File: src/rtl/psnr3_pkg.sv
// ----------------------------------------------------------------------------
// psnr3_pkg
// Shared types, constants and codes of the three-plane PSNR block.
// ----------------------------------------------------------------------------
`default_nettype none

package psnr3_pkg;

    localparam int MAX_SAMPLE_BITS = 16;
    localparam int MAX_PIXELS_LOG2 = 24;
    localparam int SAMPLE_W        = 16;
    localparam int SQ_W            = 2 * SAMPLE_W;
    localparam int SUM_W           = 56;
    localparam int DIM_W           = 13;
    localparam int DIV_W           = 3;
    localparam int BPS_W           = 5;
    localparam int PELS_W          = 2 * DIM_W;
    localparam int CPELS_W         = MAX_PIXELS_LOG2 + 1;
    localparam int PK2_W           = 2 * MAX_SAMPLE_BITS;
    localparam int EXP_W           = 6;
    localparam int FRAC_W          = 16;
    localparam int LOG_W           = EXP_W + FRAC_W;
    localparam int SCALE_W         = 26;
    localparam int PROD_W          = LOG_W + SCALE_W;
    localparam int PSNR_W          = 16;
    localparam int QDEPTH          = 4;
    localparam int QPTR_W          = 2;
    localparam int QCNT_W          = 3;
    localparam int CFG_IDX_W       = 3;
    localparam int CFG_DATA_W      = 13;

    // 10*log10(2) in Q.24, rounded
    localparam logic [SCALE_W-1:0] TEN_LOG10_2_Q24 = SCALE_W'(50504453);

    typedef enum logic [CFG_IDX_W-1:0] {
        CFG_BITS_PER_SAMPLE = 3'd0,
        CFG_FRAME_WIDTH     = 3'd1,
        CFG_FRAME_HEIGHT    = 3'd2,
        CFG_CHROMA_DIV_H    = 3'd3,
        CFG_CHROMA_DIV_V    = 3'd4
    } cfg_index_t;

    typedef logic [SUM_W-1:0] sum_t;

    // per-frame error sums handed from front to back
    typedef struct packed {
        sum_t [2:0] sums;
    } frame_sums_t;

    typedef struct packed {
        logic        push;
        frame_sums_t entry;
    } sums_push_t;

    // effective settings used by the back end
    typedef struct packed {
        logic [SAMPLE_W-1:0] peak;
        logic [DIM_W-1:0]    width;
        logic [DIM_W-1:0]    height;
        logic [DIV_W-1:0]    div_h;
        logic [DIV_W-1:0]    div_v;
    } psnr_cfg_t;

    typedef struct packed {
        logic       start;
        sum_t       value;
    } log_req_t;

    typedef struct packed {
        logic             done;
        logic [LOG_W-1:0] result;
    } log_rsp_t;

    typedef enum logic [1:0] {
        L_IDLE,
        L_NORM,
        L_SQ,
        L_ADJ
    } log_state_t;

    typedef enum logic [3:0] {
        B_IDLE,
        B_DIV,
        B_PELS,
        B_NUM,
        B_SN,
        B_WN,
        B_SS,
        B_WS,
        B_SCALE,
        B_ROUND,
        B_NEXT,
        B_OUT
    } back_state_t;

endpackage

`default_nettype wire

File: src/rtl/psnr3_queue.sv
// ----------------------------------------------------------------------------
// psnr3_queue
// Short queue of finished frame sums between front and back.
// ----------------------------------------------------------------------------
`default_nettype none

module psnr3_queue (
    input  wire logic                         clk,
    input  wire logic                         rst_n,
    input  wire psnr3_pkg::sums_push_t        push,
    input  wire logic                         pop,
    output logic                              head_valid,
    output psnr3_pkg::frame_sums_t            head,
    output logic [psnr3_pkg::QCNT_W-1:0]      count
);

    psnr3_pkg::frame_sums_t              entry_reg [psnr3_pkg::QDEPTH];
    logic [psnr3_pkg::QPTR_W-1:0]        wr_ptr_reg;
    logic [psnr3_pkg::QPTR_W-1:0]        rd_ptr_reg;
    logic [psnr3_pkg::QCNT_W-1:0]        count_reg;

    function automatic logic [psnr3_pkg::QCNT_W-1:0] QCNT_ONE(input logic b);
        return psnr3_pkg::QCNT_W'(b);
    endfunction

    assign head       = entry_reg[rd_ptr_reg];
    assign head_valid = count_reg != '0;
    assign count      = count_reg;

    // pointers and fill count
    always_ff @(posedge clk or negedge rst_n)
    begin
        if (!rst_n)
        begin
            wr_ptr_reg <= '0;
            rd_ptr_reg <= '0;
            count_reg  <= '0;
        end
        else
        begin
            if (push.push)
                wr_ptr_reg <= wr_ptr_reg + 1'b1;
            if (pop)
                rd_ptr_reg <= rd_ptr_reg + 1'b1;
            count_reg <= count_reg + QCNT_ONE(push.push) - QCNT_ONE(pop);
        end
    end

    // entry storage
    always_ff @(posedge clk)
    begin
        if (push.push)
            entry_reg[wr_ptr_reg] <= push.entry;
    end

endmodule

`default_nettype wire

File: config.mk
export PLATFORM = sky130hd
export DESIGN_NAME = psnr3_queue
export DESIGN_NICKNAME = d
export VERILOG_FILES = /design/src/rtl/psnr3_pkg.sv /design/src/rtl/psnr3_queue.sv
export SDC_FILE = /design/constraint.sdc
export NUM_CORES = 1
export LEC_CHECK = 0
export ABC_CLOCK_PERIOD_IN_PS = 13800
export BUFFER_PORTS_ARGS = -buffer_cell sky130_fd_sc_hd__clkbuf_2
export CORE_AREA = 2 2 223 225
export DETAILED_ROUTE_END_ITERATION = 10
export DIE_AREA = 0 0 225 227
export PLACE_DENSITY = 0.69
export RECOVER_POWER = 50
export SKIP_LAST_GASP = 1
export SLEW_MARGIN = 20
export SYNTH_ARGS = -nofsm -noshare
export SYNTH_HDL_FRONTEND = slang
export SYNTH_SLANG_ARGS = --single-unit
File: constraint.sdc
create_clock -name clk -period 13.8 [get_ports clk]
set_input_delay 1.38 -clock clk [delete_from_list [all_inputs] [get_ports clk]]
set_output_delay 1.38 -clock clk [all_outputs]
set_load 0.01 [all_outputs]
======== After elaboration in Yosys (flattened, before gate mapping) ========
Memories as Yosys holds them, arrays and structs flattened.
Cells that the tools add are included.
cells by class
  add/subtract/negate cells ............... 4
  muxes and demuxes ....................... 2
  reductions and logical operators ........ 1
operator list
  cell                                                            number
  2-bit by 1-bit adder with 2-bit output (second input constant)  2
  3-bit by 1-bit adder with 3-bit output                          1
  3-bit nonzero test                                              1
  3-bit by 1-bit subtractor with 3-bit output                     1
  1-bit two-way mux                                               2
storage, ports and cells
  bits in registers ....................... 7
  memory bits (writable) .................. 672
  input port bits ......................... 172
  output and inout bits ................... 172
  logic and storage cells ................. 11
  memories kept ........................... 1
memory list
  name       words  width  rd ports  clocked after Yosys merged registers in  wr ports  RTL line           text
  entry_reg  4      168    1         0                                        1         psnr3_queue.sv:17  psnr3_pkg::frame_sums_t entry_reg [psnr3_pkg::QDEPTH];

======== Depth between registers and ports, before layout ========
  depth in word-level cells ............... 2
  mapped depth ............................ 7
  depth with buffers taken out ............ 7

======== Worst setup path before layout ========
OpenSTA, ideal clock, no wires.
  path kind ............................... in2reg
  start point ............................. in push[168] in the netlist's numbering
  end point ............................... mem entry_reg[0][0] in the netlist's numbering, enable pin
  library setup time ...................... 548 ps
  data arrival time ....................... 5204 ps
  required time ........................... 13252 ps
  path slack .............................. 8048 ps
  stages on the path ...................... 1
  path buffers ............................ 0
  path through ............................ and2_1
between the ends
  longest elaborated chain between the ends .. 2
ends and longest elaborated chain
  item                                     RTL line           text
  from (decl)                              psnr3_queue.sv:10  input wire psnr3_pkg::sums_push_t push,
  1-bit two-way mux                        psnr3_queue.sv:52  if (push.push)
  1-bit two-way mux (implied by the code)  psnr3_queue.sv:53  entry_reg[wr_ptr_reg] <= push.entry;
  to (decl)                                psnr3_queue.sv:17
No other way between the ends.

======== Final worst setup path ========
  start point ............................. in push[168] in the netlist's numbering
  end point ............................... mem entry_reg[1][85] in the netlist's numbering, enable pin
The elaborated chain is that of the path after synthesis.

==> out/qor.txt <==
final WL -> 45.9 mm
Rows -> 81
maxcap violations -> 3
filler instances -> 3,444
clock root buffer -> clkbuf_16
DIE WIDTH -> 225 um
pwr dens -> 218 mW/mm2
biggest fanout along the worst timing path -> 69
Storage cell area -> 0.0204 mm2
chip height -> 227 um
P_leak -> 9.47 nW
Critical Path, Cell by Cell -> clkbuf_1 -> and2_0 -> buf_4 -> buf_4
Req. time, crit path -> 14.00 ns
Startpoint Class -> input pin
largest net degree at the start of global routing -> 134
Initial Utilization -> 50.7%
worst path buffer plus inverter count -> 3
critical path class -> in2reg
Clock Sinks -> 679
Max Fclk -> 0.185 GHz
outcome -> finished, violations left
slowest stage cell on the critical path -> and2_0
crit path time final -> 5.41 ns
fin crit share -> 39.2%
worst vdd ir -> 0.169 mV
family with the most delay on the worst path -> buffers and inverters
Worst Setup End Kind -> register
hold depth -> 1
share of layout cells above drive strength 1 -> 33.3%
Max Clock Skew -> 0.00887 ns
Final Max Tran Viols -> 107
number of DRC markers in iteration 0 -> 677
Slew HR -> -93.2%
area of the multi-input gates -> 0.00397 mm2
max reg flops -> 672
# IOs -> 344
routed vias/inst -> 5.48
Syn Nets -> 1,090
YS warnings -> 0
hold buffers post-CTS -> 0
clock latency on the worst-skew pair -> 0.58 ns
grt ovf -> 0
Syn Inst Count -> 911
Distinct cells, synth -> 16
Yosys top cell by area -> edfxtp_1
postcts setup bufs -> 0
# H-tree levels -> 3
initial antenna violation count -> 3
Final setup viols -> 0
first-pass GRT wire length -> 68.3 mm
Final #Nets -> 1,476
WP depth -> 4
Final TNS setup -> 0 ns
worst r2r path cells -> 5
cts bufs inserted -> 67
crit-path max cell delay -> 1.92 ns
syn_area_per_cell -> 27.0 um2
All-Layer GR Usage -> 18.2%
Tot Pwr -> 6.31 mW
clock-pin transition on the worst setup and hold timing paths -> 0.06 ns
count of buffers from port buffering -> 343
Least-Margin Pin Slew -> 2.90 ns
Pre-antenna DRT Iters -> 4
CP most frequent cell -> buf_4
area delta synth->final -> 17.4%
ranking of synthesized cells by area -> edfxtp_1 82%, mux4_2 15%, dfrtp_1 0.71%
post-route ant nets -> 0
WL per Instance -> 23.3 um
post-cts resize count -> 0
Synth Register Bits -> 679
commonest non-fill, non-tap cells in the layout -> 672 x edfxtp_1, 186 x clkbuf_1, 172 x clkbuf_2
Final HPWL DP -> 27.1 mm
Synth Cell Area -> 0.0246 mm2
RSZ-0062 raised after global routing -> no
DRC viols -> 0
Core ar. -> 0.0485 mm2
Hold WC Path Type -> reg2reg
failing checks -> capacitance limit, slew limit
Clock Tree Buf Depth -> 3
gp weighted congestion -> 0.714
final hold vios -> 0
via count -> 10.8k
post-synth top area share -> 82.0%
CTS tree -> done
critical path arrival -> 5.61 ns
number of global-route vias before repair -> 11.3k
most common cell after layout, fill and taps aside -> edfxtp_1
Die Area -> 0.0511 mm2
sequential area share after synthesis -> 82.7%
-- layout make-up --
class | instances | area share (%)
repair buffers | 355 | 5.56
well taps | 622 | 2.69
clock inverters | 30 | 0.840
clock buffers | 89 | 6.57
inverters | 6 | 0.0780
diodes | 3 | 0.0260
flip-flops and latches | 679 | 70.5
multi-input cells | 188 | 13.7
-- through the flow --
stage | utilization [%] | cell area [um2] | hold slack [ns] | worst slack [ns] | instances
final | 59.5 | 28900 | 0.534 | 8.39 | 1972
after global routing | 59.5 | 28900 | 0.566 | 7.98 | 1969
after CTS | 59.9 | 29100 | 0.536 | 8.88 | 1969
after detailed placement | 55.5 | 27000 | 0.525 | 9.28 | 1850
after global placement | 55.5 | 27000 | 0.522 | 9.25 | 1850
after floorplan | - | 24600 | 0.494 | 8.05 | 911
-- logic make-up (layout without fill, tap and decap cells) --
family	Yosys count	count (layout)	share of synthesized area, %
DFF	679	679	82.7
adders and majority gates	7	7	0.386
other	0	3	0
AOI/OAI and AO/OA	1	1	0.0203
buffers and inverters	44	480	1.15
xor gates and xnor gates	5	5	0.178
muxes	168	168	15.4
and+or+nand+nor	7	7	0.158
-- power breakdown --
part / leakage (nW) / internal, mW / switching, mW / total (mW)
Combinational: 2.17 / 0.766 / 0.936 / 1.70
Clock: 1.05 / 1.04 / 0.720 / 1.76
Sequential: 6.25 / 2.71 / 0.137 / 2.84
Total: 9.47 / 4.51 / 1.79 / 6.31
-- cell usage after synthesis --
cell type / instances
edfxtp_1: 672
mux4_2: 168
buf_2: 20
buf_6: 12
dfrtp_1: 7
ha_1: 6
inv_1: 6
clkbuf_1: 5
and2_1: 4
xnor2_1: 3
nand2_1: 2
xor2_1: 2
buf_4: 1
fa_1: 1
o21ai_0: 1
or3_1: 1
-- final timing paths --
path / startpoint / to / slack [ns]
worst min register to register: wr_ptr_reg[0]$_DFFE_PN0P_ / wr_ptr_reg[0]$_DFFE_PN0P_ / 0.53
max in group asynchronous: rst_n / rd_ptr_reg[1]$_DFFE_PN0P_ / 12.74
worst max-delay path: push[168] / entry_reg[1][85]$_DFFE_PP_ / 8.39
min in group asynchronous: rst_n / rd_ptr_reg[0]$_DFFE_PN0P_ / 0.70
worst min-delay path: wr_ptr_reg[0]$_DFFE_PN0P_ / wr_ptr_reg[0]$_DFFE_PN0P_ / 0.53
worst max register to register: wr_ptr_reg[1]$_DFFE_PN0P_ / entry_reg[1][85]$_DFFE_PP_ / 8.85
-- per-layer routing --
layer	share of wire (%)	global-route usage, %	vias to the layer above
met5	0.070	0	-
met4	2.2	6.49	4
met3	7.7	5.38	66
met2	50	29.5	300
li1	-	-	4737
met1	40	23.8	5709
Power figures use the tool's default switching activity.
