--- src/rtl/psnr3_pkg.sv ---
// ----------------------------------------------------------------------------
// psnr3_pkg
// Shared types, constants and codes of the three-plane PSNR block.
// ----------------------------------------------------------------------------
`default_nettype none

package psnr3_pkg;

    localparam int MAX_SAMPLE_BITS = 16;
    localparam int MAX_PIXELS_LOG2 = 24;
    localparam int SAMPLE_W        = 16;
    localparam int SQ_W            = 2 * SAMPLE_W;
    localparam int SUM_W           = 56;
    localparam int DIM_W           = 13;
    localparam int DIV_W           = 3;
    localparam int BPS_W           = 5;
    localparam int PELS_W          = 2 * DIM_W;
    localparam int CPELS_W         = MAX_PIXELS_LOG2 + 1;
    localparam int PK2_W           = 2 * MAX_SAMPLE_BITS;
    localparam int EXP_W           = 6;
    localparam int FRAC_W          = 16;
    localparam int LOG_W           = EXP_W + FRAC_W;
    localparam int SCALE_W         = 26;
    localparam int PROD_W          = LOG_W + SCALE_W;
    localparam int PSNR_W          = 16;
    localparam int QDEPTH          = 4;
    localparam int QPTR_W          = 2;
    localparam int QCNT_W          = 3;
    localparam int CFG_IDX_W       = 3;
    localparam int CFG_DATA_W      = 13;

    // 10*log10(2) in Q.24, rounded
    localparam logic [SCALE_W-1:0] TEN_LOG10_2_Q24 = SCALE_W'(50504453);

    typedef enum logic [CFG_IDX_W-1:0] {
        CFG_BITS_PER_SAMPLE = 3'd0,
        CFG_FRAME_WIDTH     = 3'd1,
        CFG_FRAME_HEIGHT    = 3'd2,
        CFG_CHROMA_DIV_H    = 3'd3,
        CFG_CHROMA_DIV_V    = 3'd4
    } cfg_index_t;

    typedef logic [SUM_W-1:0] sum_t;

    // per-frame error sums handed from front to back
    typedef struct packed {
        sum_t [2:0] sums;
    } frame_sums_t;

    typedef struct packed {
        logic        push;
        frame_sums_t entry;
    } sums_push_t;

    // effective settings used by the back end
    typedef struct packed {
        logic [SAMPLE_W-1:0] peak;
        logic [DIM_W-1:0]    width;
        logic [DIM_W-1:0]    height;
        logic [DIV_W-1:0]    div_h;
        logic [DIV_W-1:0]    div_v;
    } psnr_cfg_t;

    typedef struct packed {
        logic       start;
        sum_t       value;
    } log_req_t;

    typedef struct packed {
        logic             done;
        logic [LOG_W-1:0] result;
    } log_rsp_t;

    typedef enum logic [1:0] {
        L_IDLE,
        L_NORM,
        L_SQ,
        L_ADJ
    } log_state_t;

    typedef enum logic [3:0] {
        B_IDLE,
        B_DIV,
        B_PELS,
        B_NUM,
        B_SN,
        B_WN,
        B_SS,
        B_WS,
        B_SCALE,
        B_ROUND,
        B_NEXT,
        B_OUT
    } back_state_t;

endpackage

`default_nettype wire

--- src/rtl/psnr3_if.sv ---
// ----------------------------------------------------------------------------
// psnr3 channel interfaces
// Pixel pair, result and configuration write channels with valid/ready.
// ----------------------------------------------------------------------------
`default_nettype none

interface psnr3_pix_if;
    logic                           valid;
    logic                           ready;
    logic [1:0]                     plane;
    logic [psnr3_pkg::SAMPLE_W-1:0] sample_ref;
    logic [psnr3_pkg::SAMPLE_W-1:0] sample_test;
    logic                           end_of_frame;

    modport source (output valid, plane, sample_ref, sample_test, end_of_frame,
                    input ready);
    modport sink   (input valid, plane, sample_ref, sample_test, end_of_frame,
                    output ready);
endinterface


`default_nettype wire

--- src/rtl/psnr3_front.sv ---
// ----------------------------------------------------------------------------
// psnr3_front
// Accepts pixel pairs, squares the difference and keeps per-plane sums.
// ----------------------------------------------------------------------------
`default_nettype none

module psnr3_front (
    input  wire logic                             clk,
    input  wire logic                             rst_n,
    psnr3_pix_if.sink                             pixels,
    input  wire logic [psnr3_pkg::QCNT_W-1:0]     q_count,
    output psnr3_pkg::sums_push_t                 push
);

    logic                           accept;
    logic                           a_valid_reg;
    logic [1:0]                     a_plane_reg;
    logic [psnr3_pkg::SAMPLE_W-1:0] a_mag_reg;
    logic                           a_eof_reg;
    logic                           b_valid_reg;
    logic [1:0]                     b_plane_reg;
    logic [psnr3_pkg::SQ_W-1:0]     b_sq_reg;
    logic                           b_eof_reg;
    psnr3_pkg::sum_t [2:0]          sum_reg;
    psnr3_pkg::sum_t [2:0]          sum_add;
    psnr3_pkg::sum_t [2:0]          sum_next;
    logic [psnr3_pkg::SUM_W:0]      wide_add [3];
    logic [psnr3_pkg::QCNT_W:0]     pending;

    // room in the queue for every frame end still in flight
    assign pending = {1'b0, q_count}
                   + (psnr3_pkg::QCNT_W+1)'(a_valid_reg && a_eof_reg)
                   + (psnr3_pkg::QCNT_W+1)'(b_valid_reg && b_eof_reg);
    assign pixels.ready = pending < (psnr3_pkg::QCNT_W+1)'(psnr3_pkg::QDEPTH);
    assign accept = pixels.valid && pixels.ready;

    // stage valids
    always_ff @(posedge clk or negedge rst_n)
    begin
        if (!rst_n)
        begin
            a_valid_reg <= 1'b0;
            b_valid_reg <= 1'b0;
        end
        else
        begin
            a_valid_reg <= accept;
            b_valid_reg <= a_valid_reg;
        end
    end

    // absolute difference, then square
    always_ff @(posedge clk)
    begin
        a_plane_reg <= pixels.plane;
        a_eof_reg   <= pixels.end_of_frame;
        a_mag_reg   <= (pixels.sample_ref >= pixels.sample_test)
                     ? pixels.sample_ref - pixels.sample_test
                     : pixels.sample_test - pixels.sample_ref;
        b_plane_reg <= a_plane_reg;
        b_eof_reg   <= a_eof_reg;
        b_sq_reg    <= a_mag_reg * a_mag_reg;
    end

    // saturating accumulation, clear on frame end
    always_comb
    begin
        for (int k = 0; k < 3; k++)
        begin
            wide_add[k] = {1'b0, sum_reg[k]} + (psnr3_pkg::SUM_W+1)'(b_sq_reg);
            if (b_valid_reg && b_plane_reg == 2'(k))
                sum_add[k] = wide_add[k][psnr3_pkg::SUM_W] ? '1
                           : wide_add[k][psnr3_pkg::SUM_W-1:0];
            else
                sum_add[k] = sum_reg[k];
        end
        push.push       = b_valid_reg && b_eof_reg;
        push.entry.sums = sum_add;
        sum_next        = push.push ? '0 : sum_add;
    end

    always_ff @(posedge clk or negedge rst_n)
    begin
        if (!rst_n)
            sum_reg <= '0;
        else
            sum_reg <= sum_next;
    end

endmodule

`default_nettype wire

--- src/flat_wrapper.sv ---
// flat-port wrapper written by rule: the top's interface ports become plain ports
module psnr3_front_flat 
  (clk, rst_n, q_count, push, pixels_valid, pixels_plane, pixels_sample_ref, pixels_sample_test, pixels_end_of_frame, pixels_ready);
  psnr3_pix_if pixels_i ();
  input  wire logic clk;
  input  wire logic rst_n;
  input  wire logic [psnr3_pkg::QCNT_W-1:0] q_count;
  output psnr3_pkg::sums_push_t push;
  input wire logic [$bits(pixels_i.valid)-1:0] pixels_valid;
  input wire logic [$bits(pixels_i.plane)-1:0] pixels_plane;
  input wire logic [$bits(pixels_i.sample_ref)-1:0] pixels_sample_ref;
  input wire logic [$bits(pixels_i.sample_test)-1:0] pixels_sample_test;
  input wire logic [$bits(pixels_i.end_of_frame)-1:0] pixels_end_of_frame;
  output wire logic [$bits(pixels_i.ready)-1:0] pixels_ready;
  assign pixels_i.valid = pixels_valid;
  assign pixels_i.plane = pixels_plane;
  assign pixels_i.sample_ref = pixels_sample_ref;
  assign pixels_i.sample_test = pixels_sample_test;
  assign pixels_i.end_of_frame = pixels_end_of_frame;
  assign pixels_ready = pixels_i.ready;
  psnr3_front u_core (.clk(clk), .rst_n(rst_n), .pixels(pixels_i), .q_count(q_count), .push(push));
endmodule
--- config.mk ---
export PLATFORM = sky130hd
export DESIGN_NAME = psnr3_front_flat
export DESIGN_NICKNAME = d
export VERILOG_FILES = /design/src/rtl/psnr3_pkg.sv /design/src/rtl/psnr3_if.sv /design/src/rtl/psnr3_front.sv /design/src/flat_wrapper.sv
export SDC_FILE = /design/constraint.sdc
export NUM_CORES = 1
export LEC_CHECK = 0
export BUFFER_PORTS_ARGS = -buffer_cell sky130_fd_sc_hd__buf_2
export CELL_PAD_IN_SITES_DETAIL_PLACEMENT = 0
export CELL_PAD_IN_SITES_GLOBAL_PLACEMENT = 1
export CORE_ASPECT_RATIO = 0.7
export CORE_MARGIN = 4
export CORE_UTILIZATION = 35
export CTS_BUF_LIST = sky130_fd_sc_hd__clkbuf_8 sky130_fd_sc_hd__clkbuf_16
export DETAILED_ROUTE_END_ITERATION = 8
export PLACE_DENSITY = 0.76
export SLEW_MARGIN = 20
export SYNTH_ARGS = -nofsm -noshare
export SYNTH_HDL_FRONTEND = slang
export SYNTH_SLANG_ARGS = --single-unit
export TNS_END_PERCENT = 20
--- constraint.sdc ---
create_clock -name clk -period 7.6 [get_ports clk]
set_clock_uncertainty 0.15 [all_clocks]
set_input_delay 0 -clock clk [delete_from_list [all_inputs] [get_ports clk]]
set_output_delay 0 -clock clk [all_outputs]
set_load 0.01 [all_outputs]
# ---- Word-level counts from Yosys, hierarchy flattened
# Cells that the tools add are included.
dict set report op_classes {
  bitwise 0
  n_eq_ne 2
  shift 0
  n_mul 1
  n_reduce_logical 7
  div 0
  addsub 7
  magnitude_cmp 2
  muxes 8
}
# cell count
set ops {}
lappend ops {{56-bit 2-to-1 mux} 6}
lappend ops {{56-bit by 32-bit adder with 57-bit output} 3}
lappend ops {{168-bit 2-to-1 mux} 1}
lappend ops {{16-bit by 16-bit multiplier with 32-bit output} 1}
lappend ops {{16-bit subtractor} 2}
lappend ops {{16-bit greater-or-equal comparator} 1}
lappend ops {{16-bit 2-to-1 mux} 1}
lappend ops {{1-bit logical AND} 6}
lappend ops {{3-bit by 1-bit adder with 4-bit output} 1}
lappend ops {{4-bit by 1-bit adder with 4-bit output} 1}
lappend ops {{4-bit by 3-bit < comparator with 1-bit output, second input constant} 1}
lappend ops {{2-bit by 1-bit equality test with 1-bit output, second input constant} 1}
lappend ops {{2-bit equality test, second input constant} 1}
lappend ops {{2-bit zero test} 1}
dict set report word_totals {
  register_bits 224
  mem_count 0
  input_bits 41
  romBits 0
  output_inout_bits 170
  mem_bits_rw 0
  latch_bits 0
  wordCells 38
}

# ---- Logic depth before layout (Yosys ltp)
dict set report logic_depth {
  ltp_word 5
  depth_mapped 24
  mapped_depth_nobuf 23
}

# ---- Worst setup path after synthesis
# Ideal clock, no wire load.
dict set report synth_path {
  path_type {register to register}
  from {reg u_core.a_mag_reg[6] (netlist bit)}
  to {reg u_core.b_sq_reg[30] (netlist bit)}
  n_path_buf 2
  t_arrival_ps 5980
  setup_time_ps 72
  slack_ps 1397
  stages_incl_launch_ff 22
  synth_period_minus_slack_ps 6203
  t_required_ps 7378
  path_cell_list {dfxtp_1 -> clkbuf_1 -> nand2_1 -> fa_1 -> inv_1 -> fa_1 -> fa_1 -> fa_1 -> fa_1 -> inv_1 -> fa_1 -> inv_1 -> ha_1 -> clkbuf_1 -> a21o_1 -> a21oi_1 -> o21ai_0 -> nor3_2 -> o31ai_1 -> or4b_1 -> a31oi_1 -> xnor2_1}
}
dict set report synth_between {
  elab_chain_cells 1
}
# element line
set synth_rtl {}
lappend synth_rtl {{from (decl)} psnr3_front.sv:18} ;# logic [psnr3_pkg::SAMPLE_W-1:0] a_mag_reg;
lappend synth_rtl {{from (signal assigned)} psnr3_front.sv:57} ;# a_mag_reg <= (pixels.sample_ref >= pixels.sample_test)
lappend synth_rtl {{16-bit by 16-bit multiplier with 32-bit output} psnr3_front.sv:62} ;# b_sq_reg <= a_mag_reg * a_mag_reg;
lappend synth_rtl {{to (signal assigned)} psnr3_front.sv:62}
lappend synth_rtl {{to (decl)} psnr3_front.sv:22} ;# logic [psnr3_pkg::SQ_W-1:0] b_sq_reg;
# Every way passes these cells.

# ---- Final worst setup path
dict set report layout_path {
  from {reg u_core.a_mag_reg[4] (netlist bit)}
  to {reg u_core.b_sq_reg[30] (netlist bit)}
}
# Same word-level chain as after synthesis.

==> results.py <==
metrics = {
    "status": {
        "status": "finished, final reports clean",
    },
    "min_path": {
        "hold_depth": 6,
        "min_from": "pixels_sample_test[5]",
        "hp-class": "in2reg",
    },
    "floorplan": {
        "start_util_pct": 35.6,
        "ios": 211,
        "die-area_sq_um": 74100,
        "die_w_um": 324,
        "core_area_sq_um": 68600,
        "fp-row-count": 80,
        "die_y_um": 229,
    },
    "setup_path": {
        "cp-start-kind": "flop",
        "crit_chain": "nand2_1 > fa_1 > inv_1 > fa_1 > ha_1 > inv_1 > fa_1 > fa_1 > inv_1 > fa_1 > ha_1 > a21o_1 > a2111oi_1 > buf_4 > nor4_1 > nor3_2 > o31ai_1 > or4b_1 > a31oi_1 > xnor2_1",
        "slowest_delay_ns": 0.80,
        "r2r_start": "u_core.a_mag_reg[4]",
        "path_max_fanout": 18,
        "path_common_cell": "fa_1",
        "cp.arrival_ns": 7.18,
        "cpMaxStageDelayCell": "dfxtp_1",
        "required_ns": 7.93,
        "crit_start": "u_core.a_mag_reg[4]",
        "reg2reg_depth": 20,
        "end_kind": "flop",
        "worstSetupPathType": "reg2reg",
    },
    "finish": {
        "largest_reg_flops": 168,
        "antenna-diode-count": 0,
        "areaGrowthSynthToFinish_pct": 13.7,
        "layout-drive-gt1-share_pct": 11.9,
        "post-route-util_pct": 40.5,
        "nets": 3476,
        "final_area_sq_um": 27700,
    },
    "job": {
        "drv_cap": 0,
    },
    "synthesis": {
        "syn_inst": 2855,
        "synth_seq_area_share_pct": 21.8,
        "yosysWarnings": 0,
        "ys_types": 100,
        "synth-edff-count": 0,
        "synth_area_sq_um": 24400,
        "synth_ff_type": "dfrtp_1",
        "yosysMostFrequentCell": "inv_1",
        "async_flop_share_pct": 76.2,
        "synth.avg_cell_area_sq_um": 8.55,
        "synth_top_cell_by_area": "dfrtp_1",
        "ys_ff_latch": 223,
        "synth.area.top_cells": "dfrtp_1 (17%), fa_1 (13%), ha_1 (12%)",
        "synth_top_area_share_pct": 17.4,
        "synth_common_cells": "inv_1 (331), nand2_1 (229), ha_1 (226)",
        "synth_nets": 3286,
    },
    "clock_tree": {
        "cts_tree": "done",
        "cts_made_buffers": 27,
        "cts_max_level": 1,
        "cts_resized": 0,
        "clock_latency_ns": 0.58,
        "root_buffer": "clkbuf_16",
        "clkSinkCount": 223,
        "cts_setup_buffers": 0,
        "cts.path.max_buffers": 3,
        "clkTransAtPathRegs_ns": 0.06,
    },
    "grt": {
        "grt_pass1_vias": 20100,
        "grt-ovfl-total": 0,
        "grt_max_degree": 120,
        "antenna_found_initial": 0,
        "grtUsageTotal_pct": 19.6,
        "grt_first_pass_wirelength_um": 117000,
    },
    "placement": {
        "io_buffer_count": 210,
        "place.gp.congestion": 0.905,
        "dpl_cell_area_sq_um": 26200,
        "dp_hpwl_um": 58600,
    },
    "sta": {
        "hold_viol": 0,
        "timing.fmax_ghz": 0.146,
        "slew_headroom_pct": 26.7,
        "rsz0062_at_grt": "no",
        "setup_viol": 0,
        "fin_crit_ns": 6.85,
        "finalCritPeriodShare_pct": 90.1,
        "slew_viol_final": 0,
        "tightestPinTransition_ns": 1.09,
        "finalSetupTns_ns": 0,
    },
    "drt": {
        "ant_nets": 0,
        "wirelength_um": 74200,
        "vias": 21600,
        "drtPass1Iterations": 6,
        "vias_per_cell": 5.44,
        "drt_iter0_drc": 2154,
        "route.detailed.drc": 0,
        "routedWlPerCell_um": 18.7,
    },
}
-- layer usage --
| layer | global-route usage, % | up-vias | share of wire [%] |
|---|---|---|---|
| li1 | - | 10400 | - |
| met1 | 32.2 | 10400 | 52 |
| met2 | 27.0 | 669 | 40 |
| met3 | 3.35 | 58 | 6.9 |
| met4 | 2.42 | 0 | 1.2 |
| met5 | 0 | - | 0 |
-- critical path: cells and delay by family (launching register included) --
kind	cells	cell delay, ns
adder cells (fa/ha/maj)	7	3.01
AO/OA/AOI/OAI	4	1.17
AND/OR/NAND/NOR	4	1.08
flip-flops	1	0.80
buffers and inverters	4	0.41
XOR/XNOR	1	0.13
-- stage by stage --
| step | hold WS (ns) | setup WS (ns) | instances |
|---|---|---|---|
| after floorplan | -0.446 | 1.40 | 2855 |
| after detailed placement | -0.0410 | 0.815 | 3862 |
| after global routing | 0.101 | 0.392 | 3967 |
| final | 0.0582 | 0.750 | 3967 |
| after CTS | 0.0298 | 0.768 | 3964 |
| after global placement | -0.0465 | 0.866 | 3862 |
-- final cells by class --
cell class                 instances  area [sq um]
clock buffer                      30           717
timing repair buffer             287          1790
tap                              902          1130
clock inverter                    19           244
fill                            6932         40800
inverter                         333          1250
multi-input combinational       2173         17300
sequential                       223          5320
-- cell usage in the layout, fill, tap and decap left out, drive strengths merged, types with 11 or more instances in the layout --
cell,synthesis,layout
dlygate4sd3,1,54
a2111oi,15,15
or3,11,11
ha,226,226
nand2,230,230
and2,120,120
clkinv,0,11
nor2,187,187
dfxtp,53,53
buf,21,233
a31o,11,11
o211ai,15,15
nor4,15,15
xnor2,101,101
a211oi,54,54
o21bai,29,29
nor2b,13,13
nand4,48,48
mux2i,16,16
a21o,73,73
o21ai,93,93
a41oi,13,13
nor3,62,62
a21oi,233,233
o22a,40,40
xor2,51,51
o21a,29,29
fa,164,164
nand3,57,57
a311oi,13,13
a31oi,55,55
dfrtp,170,170
and3,38,38
inv,333,335
clkbuf,103,30
-- timing repair --
action,4_1_cts,5_1_grt
hold buffers,53,1
endpoints found under the setup margin,0,0
endpoints found under the hold margin,138,37
-- path summary, 6_finish.rpt --
check	to	slack (ns)
worst max-delay path	u_core.b_sq_reg[30]	0.75
worst min-delay path	u_core.a_mag_reg[6]	0.06
worst max register to register	u_core.b_sq_reg[30]	0.75
worst min register to register	u_core.b_plane_reg[0]	0.19
max in group asynchronous	u_core.sum_reg[112]	5.51
min in group asynchronous	u_core.sum_reg[40]	0.29
-- kinds of logic after synthesis --
| group | after synthesis | synth area share, % |
|---|---|---|
| AOI/OAI and AO/OA | 764 | 21.8 |
| xor gates and xnor gates | 152 | 5.46 |
| adders and majority gates | 390 | 25.0 |
| buffers and inverters | 459 | 7.43 |
| DFF | 223 | 21.8 |
| muxes | 23 | 0.979 |
| and+or+nand+nor | 844 | 17.5 |
Power is left out: the tool's default activity adds up to more than one toggle a clock period on the data nets, which glitch-free logic cannot reach.
